--- src/rtl/xte_pkg.sv ---
// ---------------------------------------------------------------------------
// xte_pkg
// Shared types and character codes for the XML text escaper.
// ---------------------------------------------------------------------------
package xte_pkg;

  localparam int unsigned MaxRun   = 6;
  localparam int unsigned LenW     = 3;
  localparam int unsigned CharW    = 7;
  localparam int unsigned AddrW    = 3;
  localparam int unsigned DataW    = 32;

  // Register byte addresses
  localparam logic [AddrW-1:0] REG_CTRL_ADDR = 3'd0;

  // Input bytes with special treatment
  localparam logic [7:0] B_AMP   = 8'h26;
  localparam logic [7:0] B_LT    = 8'h3C;
  localparam logic [7:0] B_QUOT  = 8'h22;
  localparam logic [7:0] B_DROP1 = 8'h81;
  localparam logic [7:0] B_DROP2 = 8'h82;
  localparam logic [7:0] B_BOLD  = 8'h86;
  localparam logic [7:0] B_UNBOLD = 8'h87;
  localparam logic [7:0] B_BREAK = 8'h8A;

  // Output characters
  localparam logic [CharW-1:0] C_AMP   = 7'h26;  // &
  localparam logic [CharW-1:0] C_HASH  = 7'h23;  // #
  localparam logic [CharW-1:0] C_SEMI  = 7'h3B;  // ;
  localparam logic [CharW-1:0] C_LT    = 7'h3C;  // <
  localparam logic [CharW-1:0] C_GT    = 7'h3E;  // >
  localparam logic [CharW-1:0] C_SLASH = 7'h2F;  // /
  localparam logic [CharW-1:0] C_ZERO  = 7'h30;  // 0
  localparam logic [CharW-1:0] C_A     = 7'h61;
  localparam logic [CharW-1:0] C_B     = 7'h62;
  localparam logic [CharW-1:0] C_L     = 7'h6C;
  localparam logic [CharW-1:0] C_M     = 7'h6D;
  localparam logic [CharW-1:0] C_O     = 7'h6F;
  localparam logic [CharW-1:0] C_P     = 7'h70;
  localparam logic [CharW-1:0] C_Q     = 7'h71;
  localparam logic [CharW-1:0] C_R     = 7'h72;
  localparam logic [CharW-1:0] C_T     = 7'h74;
  localparam logic [CharW-1:0] C_U     = 7'h75;
  localparam logic [CharW-1:0] C_FILL  = 7'h20;

  // One decoded run: characters in order, index 0 first
  typedef struct packed {
    logic [LenW-1:0]                len;
    logic [MaxRun-1:0][CharW-1:0]   chars;
  } run_t;

endpackage

--- src/rtl/xte_decode.sv ---
// ---------------------------------------------------------------------------
// xte_decode
// Map one text byte to its escaped character run and run length.
// ---------------------------------------------------------------------------
module xte_decode import xte_pkg::*; (
  input  logic [7:0] in_byte,
  input  logic       tags_en,
  output run_t       run
);

  logic [7:0] rem;
  logic [1:0] hundreds;
  logic [6:0] low;
  logic [3:0] tens;
  logic [3:0] units;
  logic [14:0] tens_prod;

  // Split a byte of 128..255 into decimal digits
  always_comb begin
    if (in_byte >= 8'd200) begin
      hundreds = 2'd2;
      rem      = in_byte - 8'd200;
    end else begin
      hundreds = 2'd1;
      rem      = in_byte - 8'd100;
    end
    low       = rem[6:0];
    // x*205 >> 11 equals x/10 for x below 100
    tens_prod = 15'(low) * 15'd205;
    tens      = tens_prod[14:11];
    units     = 4'(low - 7'(tens) * 7'd10);
  end

  always_comb begin
    run.len   = '0;
    run.chars = {MaxRun{C_FILL}};
    priority if (in_byte == B_AMP) begin
      run.len   = 3'd5;
      run.chars = {C_FILL, C_SEMI, C_P, C_M, C_A, C_AMP};
    end else if (in_byte == B_LT) begin
      run.len   = 3'd4;
      run.chars = {C_FILL, C_FILL, C_SEMI, C_T, C_L, C_AMP};
    end else if (in_byte == B_QUOT) begin
      run.len   = 3'd6;
      run.chars = {C_SEMI, C_T, C_O, C_U, C_Q, C_AMP};
    end else if (in_byte == B_DROP1 || in_byte == B_DROP2) begin
      run.len   = 3'd0;
    end else if (in_byte == B_BOLD) begin
      run.len   = tags_en ? 3'd3 : 3'd0;
      run.chars = {C_FILL, C_FILL, C_FILL, C_GT, C_B, C_LT};
    end else if (in_byte == B_UNBOLD) begin
      run.len   = tags_en ? 3'd4 : 3'd0;
      run.chars = {C_FILL, C_FILL, C_GT, C_B, C_SLASH, C_LT};
    end else if (in_byte == B_BREAK) begin
      run.len   = tags_en ? 3'd5 : 3'd0;
      run.chars = {C_FILL, C_GT, C_SLASH, C_R, C_B, C_LT};
    end else if (in_byte < 8'd32) begin
      run.len   = 3'd0;
    end else if (in_byte < 8'd128) begin
      run.len      = 3'd1;
      run.chars[0] = in_byte[6:0];
    end else begin
      run.len   = 3'd6;
      run.chars = {C_SEMI, C_ZERO + 7'(units), C_ZERO + 7'(tens),
                   C_ZERO + 7'(hundreds), C_HASH, C_AMP};
    end
  end

endmodule

--- src/rtl/xml_text_escaper_unit.sv ---
// ---------------------------------------------------------------------------
// xml_text_escaper_unit
// Stream escaper that turns text bytes into XML-safe ASCII character runs.
// ---------------------------------------------------------------------------
// Each accepted byte yields a run of zero to six characters, one character
// per output transfer, with last_of_run set on the final one. Plain text
// bytes that map to a single character stream at one byte per clock while
// the output register is free; a byte that expands to more than one
// character holds the input register until its last character is loaded
// into the output register. Dropped bytes free it at once, with no output.
// Register 0 (byte address 0, bit 0) enables markup tags for the bold and
// line-break control bytes; write it only while the block is idle.
// ---------------------------------------------------------------------------
module xml_text_escaper_unit import xte_pkg::*; (
  input  logic             clk,
  input  logic             rst,
  // byte input
  input  logic [7:0]       in_byte,
  input  logic             in_valid,
  output logic             in_ready,
  // character output
  output logic [CharW-1:0] out_char,
  output logic             last_of_run,
  output logic             out_valid,
  input  logic             out_ready,
  // configuration port
  input  logic             psel,
  input  logic             penable,
  input  logic             pwrite,
  input  logic [AddrW-1:0] paddr,
  input  logic [DataW-1:0] pwdata,
  output logic [DataW-1:0] prdata,
  output logic             pready
);

  logic            tags_en;
  logic [7:0]      byte_q;
  logic            byte_valid;
  logic [LenW-1:0] pos;
  run_t            run;
  logic            out_load;
  logic            at_last;
  logic            release_byte;

  // Configuration register
  assign pready = 1'b1;
  assign prdata = (paddr == REG_CTRL_ADDR) ? DataW'(tags_en) : '0;

  always_ff @(posedge clk) begin
    if (rst) begin
      tags_en <= 1'b0;
    end else if (psel && penable && pwrite && paddr == REG_CTRL_ADDR) begin
      tags_en <= pwdata[0];
    end
  end

  // Decode the held byte into its character run
  xte_decode u_decode (
    .in_byte (byte_q),
    .tags_en (tags_en),
    .run     (run)
  );

  // Load the output register from a held, non-dropped byte whenever it is empty or being drained
  assign out_load     = byte_valid && run.len != '0 && (!out_valid || out_ready);
  assign at_last      = pos == run.len - 3'd1;
  // Free the input register on its last character, or at once if dropped
  assign release_byte = byte_valid && (run.len == '0 || (out_load && at_last));
  assign in_ready     = !byte_valid || release_byte;

  // Input register and run position
  always_ff @(posedge clk) begin
    if (rst) begin
      byte_valid <= 1'b0;
      pos        <= '0;
    end else begin
      if (in_valid && in_ready) begin
        byte_valid <= 1'b1;
      end else if (release_byte) begin
        byte_valid <= 1'b0;
      end
      if (release_byte) begin
        pos <= '0;
      end else if (out_load) begin
        pos <= pos + 3'd1;
      end
    end
  end

  always_ff @(posedge clk) begin
    if (in_valid && in_ready) begin
      byte_q <= in_byte;
    end
  end

  // Output register: hold until the transfer completes
  always_ff @(posedge clk) begin
    if (rst) begin
      out_valid <= 1'b0;
    end else if (out_load) begin
      out_valid <= 1'b1;
    end else if (out_ready) begin
      out_valid <= 1'b0;
    end
  end

  always_ff @(posedge clk) begin
    if (out_load) begin
      out_char    <= run.chars[pos];
      last_of_run <= at_last;
    end
  end

endmodule

--- config.mk ---
export PLATFORM = sky130hd
export DESIGN_NAME = xml_text_escaper_unit
export DESIGN_NICKNAME = d
export VERILOG_FILES = /design/src/rtl/xte_pkg.sv /design/src/rtl/xte_decode.sv /design/src/rtl/xml_text_escaper_unit.sv
export SDC_FILE = /design/constraint.sdc
export NUM_CORES = 1
export LEC_CHECK = 0
export ABC_CLOCK_PERIOD_IN_PS = 8300
export CAP_MARGIN = 10
export CORE_ASPECT_RATIO = 1.5
export CORE_MARGIN = 1.5
export CORE_UTILIZATION = 60
export DETAILED_ROUTE_END_ITERATION = 16
export DONT_BUFFER_PORTS = 1
export GPL_ROUTABILITY_DRIVEN = 0
export MAX_ROUTING_LAYER = met4
export PLACE_DENSITY = 0.84
export SETUP_SLACK_MARGIN = 0.05
export SYNTH_ARGS = -nofsm -noshare
export SYNTH_HDL_FRONTEND = slang
export SYNTH_HIERARCHICAL = 1
export SYNTH_SLANG_ARGS = --single-unit
--- constraint.sdc ---
create_clock -name clk -period 8.3 [get_ports clk]
set_input_delay 0 -clock clk [delete_from_list [all_inputs] [get_ports clk]]
set_output_delay 0 -clock clk [all_outputs]
set_load 0.005 [all_outputs]
# After elaboration in Yosys (flattened, before gate mapping)
# Index checks and enable logic that the tools add are counted.
# word_totals
ff_bits,22
input_bits,50
out_inout_bits,43
# classes
add_sub_neg,8
mul,2
magnitude_cmp,4
eq_ne,9
mux,25
reduce_logical,20
# ops
cell,count
45-bit two-way mux,6
42-bit two-way mux,2
8-bit equality test (second input constant),5
33-bit two-way mux,1
8-bit by 6-bit equality test with 1-bit output (second input constant),3
7-bit binary-select mux with 3-bit select,1
7-bit two-way mux,3
7-bit by 8-bit multiplier with 15-bit output (second input constant),1
3-bit two-way mux,5
6-bit by 4-bit adder with 7-bit output (first input constant),2
7-bit subtractor (second input constant),2
8-bit >= comparator (second input constant),1
1-bit logical AND,8
8-bit by 6-bit < comparator with 1-bit output (second input constant),1
8-bit < comparator (second input constant),1
6-bit by 2-bit adder with 7-bit output (first input constant),1
3-bit zero test,2
1-bit two-way mux,5
1-bit logical OR,4
3-bit by 4-bit < comparator with 1-bit output (second input constant),1
4-bit by 3-bit multiplier with 3-bit output (second input constant),1
2-bit two-way mux,2
2-bit nonzero test,2
4-bit subtractor,1
other kinds (6),7

# Depth between registers and ports, before layout
# depth
word_depth,24
mapped_depth,27
depth_no_buf,27

# Modules after synthesis
# Netlist, hierarchy kept.
# modules_own_cells
module,instances,cells_each,area_each_um2
xte_decode,1,255,1910.6
xml_text_escaper_unit,1,123,1433.9

# Worst setup path before layout
# OpenSTA, ideal clock, no wires.
# synth_timing
path_kind,register to register
startpoint,reg byte_q[2]
endpoint,"reg out_char[3], data pin"
arrival_time_ns,6.011
required_time_ns,8.037
path_slack_ns,2.025
path_stages_with_launch,28
path_buffers,0
period_less_slack_ns,6.275
path_cell_list,edfxtp_1 inv_1 ha_1 nor3b_2 nand2_1 nand2_1 nor3_1 a21oi_1 ha_1 ha_1 fa_1 inv_1 fa_1 inv_1 ha_1 and3_1 o21ai_0 nand2_1 or3_1 a21oi_2 xor2_2 fa_1 xor2_1 xnor2_1 xnor2_1 o211ai_1 mux2i_1 o22ai_1
# synth_lines
item,line_no,text
"start, declared",xml_text_escaper_unit.sv:37,logic [7:0] byte_q;
"start signal, assigned",xml_text_escaper_unit.sv:92,byte_q <= in_byte;
"end signal, assigned",xml_text_escaper_unit.sv:109,out_char <= run.chars[pos];
"end, declared",xml_text_escaper_unit.sv:22,"output logic [CharW-1:0] out_char,"

==> impl_metrics.yaml <==
worst_setup_path:
  cpLargestDelayFamily: "adder cells"
  crit_fanout: 6
  crit_slowest_cell: "edfxtp_1"
  path_buf_inv: 3
  path_common_cell: "ha_1"
  critical_path_class: "flip-flop to flip-flop"
  cpPeakStageDelay_ns: 0.53
  required_ns: 8.30
  start_kind: "flip-flop"
  cp-end-kind: "flip-flop"
  cp_data_arrival_time_ns: 7.20
floorplan:
  io_pins: 93
  initial_core_util_pct: 61.8
  die_y_um: 94.4
  die_w_um: 64.0
  die_area_mm2: 0.00604
  core_area_mm2: 0.00541
  rows: 33
finish:
  final_area_mm2: 0.00336
  antenna_cells: 0
  final_common_cell: "ha_1"
  area_growth_pct: 0.449
  layout-drive-gt1-share_pct: 7.18
  num-nets-final: 478
  final_cell_mix: "ha_1, conb_1, inv_1"
  stdcell_count: 446
drt:
  drtAntennaViolNets: 0
  firstDrtPassIters: 6
  viasPerCell: 5.87
  drc: 0
  wl_per_cell_um: 15.6
  vias: 2617
  totalWireLength_um: 6950
  drt-initial-drc-count: 270
cts:
  post_cts_buffers: 0
  cts_root_buffer: "clkbuf_8"
  cts_tree: "built"
  ctsHoldBuffers: 12
  cts_buffer_depth: 2
  cts.clk_slew.worst_paths_ns: 0.09
  post_cts_resized: 0
  cts-buffers-inserted: 3
  cts_sinks: 22
  insertion_delay_ns: 0.27
  cts_max_level: 1
timing:
  setup_violations: 0
  setup_slack_ns: 1.11
  hold_viol_final: 0
  fin_setup_tns_ns: 0
  worst_slew_pin_slew_ns: 0.983
  period_needed_ns: 7.19
  fmax_mhz: 139
  grt_setup_unrepaired: "false"
  fin_crit_sh_pct: 86.7
  finalMaxSlewViolations: 0
  skew_ns: 0.0133
  relSlewSlack_pct: 34.4
synthesis:
  netlist_instances: 378
  synth_edf_count: 16
  async_flop_share_pct: 0
  synth_largest_area_cell: "ha_1"
  ys.warnings.count: 6
  ys_types: 67
  ys_ff_latch: 22
  synth.avg_cell_area_um2: 8.85
  netlist_area_mm2: 0.00334
  synth_top_area_share_pct: 15.7
  synthFlopType: "edfxtp_1"
  synth.area.top_cells: "ha_1, edfxtp_1, buf_4"
  seq_area_frac_synth_pct: 18.0
global_route:
  grt_pass1_wl_um: 11400
  grtUsageTotal_pct: 24.3
  antenna_found_initial: 0
  grt_pass1_vias: 2598
  grt_max_degree: 18
  grt.overflow.total: 0
power_and_ir_drop:
  clkPwrFrac_pct: 12.8
  internal-power_w: 0.000441
  p_switching_w: 0.000345
  power_w: 0.000786
  comb_power_share_pct: 68.7
  seq_power_share_pct: 18.5
  swShare_pct: 43.9
  vdd_drop_max_mv: 0.209
  p_leak_nw: 1.59
  powerDensity_mw_per_mm2: 234
flow_run:
  drv_cap: 0
placement:
  dp.cells: 430
  io_buffers: 0
  hpwlAfterDp_um: 5450
  dpl_worst_slack_ns: 1.19
  place_area_mm2: 0.00317
hold_path:
  hold_class: "primary input to flip-flop"
status:
  status: "completed"
[state kept, by name (all words and copies together) (netlist names)]
signal	count
byte_valid	1
last_of_run	1
pos	3
out_valid	1
out_char	7
tags_en	1
byte_q	8
[synth_stat cells (all sizes together) (3+ instances only)]
| cell | n |
|---|---|
| a211oi | 3 |
| a21o | 3 |
| a21oi | 15 |
| a31oi | 6 |
| and2 | 11 |
| and3 | 3 |
| and4 | 4 |
| buf | 52 |
| conb | 4 |
| dfxtp | 6 |
| edfxtp | 16 |
| fa | 9 |
| ha | 42 |
| inv | 39 |
| mux2i | 10 |
| mux4 | 7 |
| nand2 | 30 |
| nand2b | 7 |
| nand3 | 9 |
| nand4 | 3 |
| nor2 | 16 |
| nor2b | 6 |
| nor3 | 7 |
| o21ai | 12 |
| o22ai | 8 |
| o31ai | 3 |
| xnor2 | 9 |
| xor2 | 5 |
[cells by family after synthesis]
kind of cell | share of synthesized area [%]
compound gates | 14.0
xor+xnor | 4.83
fa+ha+maj | 21.1
buf+inv | 16.4
flops | 18.0
mux | 7.71
other cells | 0.449
simple gates | 17.6
[cell type report]
class | instances | area, um2
sequential | 22 | 601
inverter | 39 | 146
clock inverter | 1 | 30.0
tap | 70 | 87.6
fill | 442 | 2050
multi-input combinational | 298 | 2330
clock buffer | 3 | 41.3
timing repair buffer | 13 | 128
[path summary, 6_finish.rpt]
kind	slack (ns)	from	to	depth (start not counted)
worst min-delay path	0.03	out_ready	out_valid	2
worst max register to register	1.11	byte_q[2]	out_char[3]	27
worst max-delay path	1.11	byte_q[2]	out_char[3]	27
worst min register to register	0.56	byte_valid	out_valid	2
[power groups by stage]
stage	Clock (W)	Combinational (W)	Sequential (W)
global route	0.000104	0.000613	0.000148
floorplan	0	0.000453	0.000136
detailed placement	0	0.000534	0.000148
CTS	0.000100	0.000543	0.000146
finish	0.000100	0.000540	0.000146
global placement	0	0.000506	0.000148
[routing by layer]
metal | up-vias | GRT usage, % | routed length, um
met5 | - | - | 0
met4 | 0 | 12.9 | 340
met3 | 40 | 3.58 | 304
met2 | 135 | 44.9 | 3780
met1 | 1198 | 24.4 | 2520
li1 | 1244 | - | -
[per-stage QoR]
step	hold WS (ns)	util, %
2_1_floorplan	0.0691	-
3_3_place_gp	0.0705	58.6
3_5_place_dp	0.0718	58.6
4_1_cts	0.0258	62.1
5_1_grt	0.0717	62.1
6_report	0.0324	62.1
Note: power is estimated with default switching activity, not from simulation.
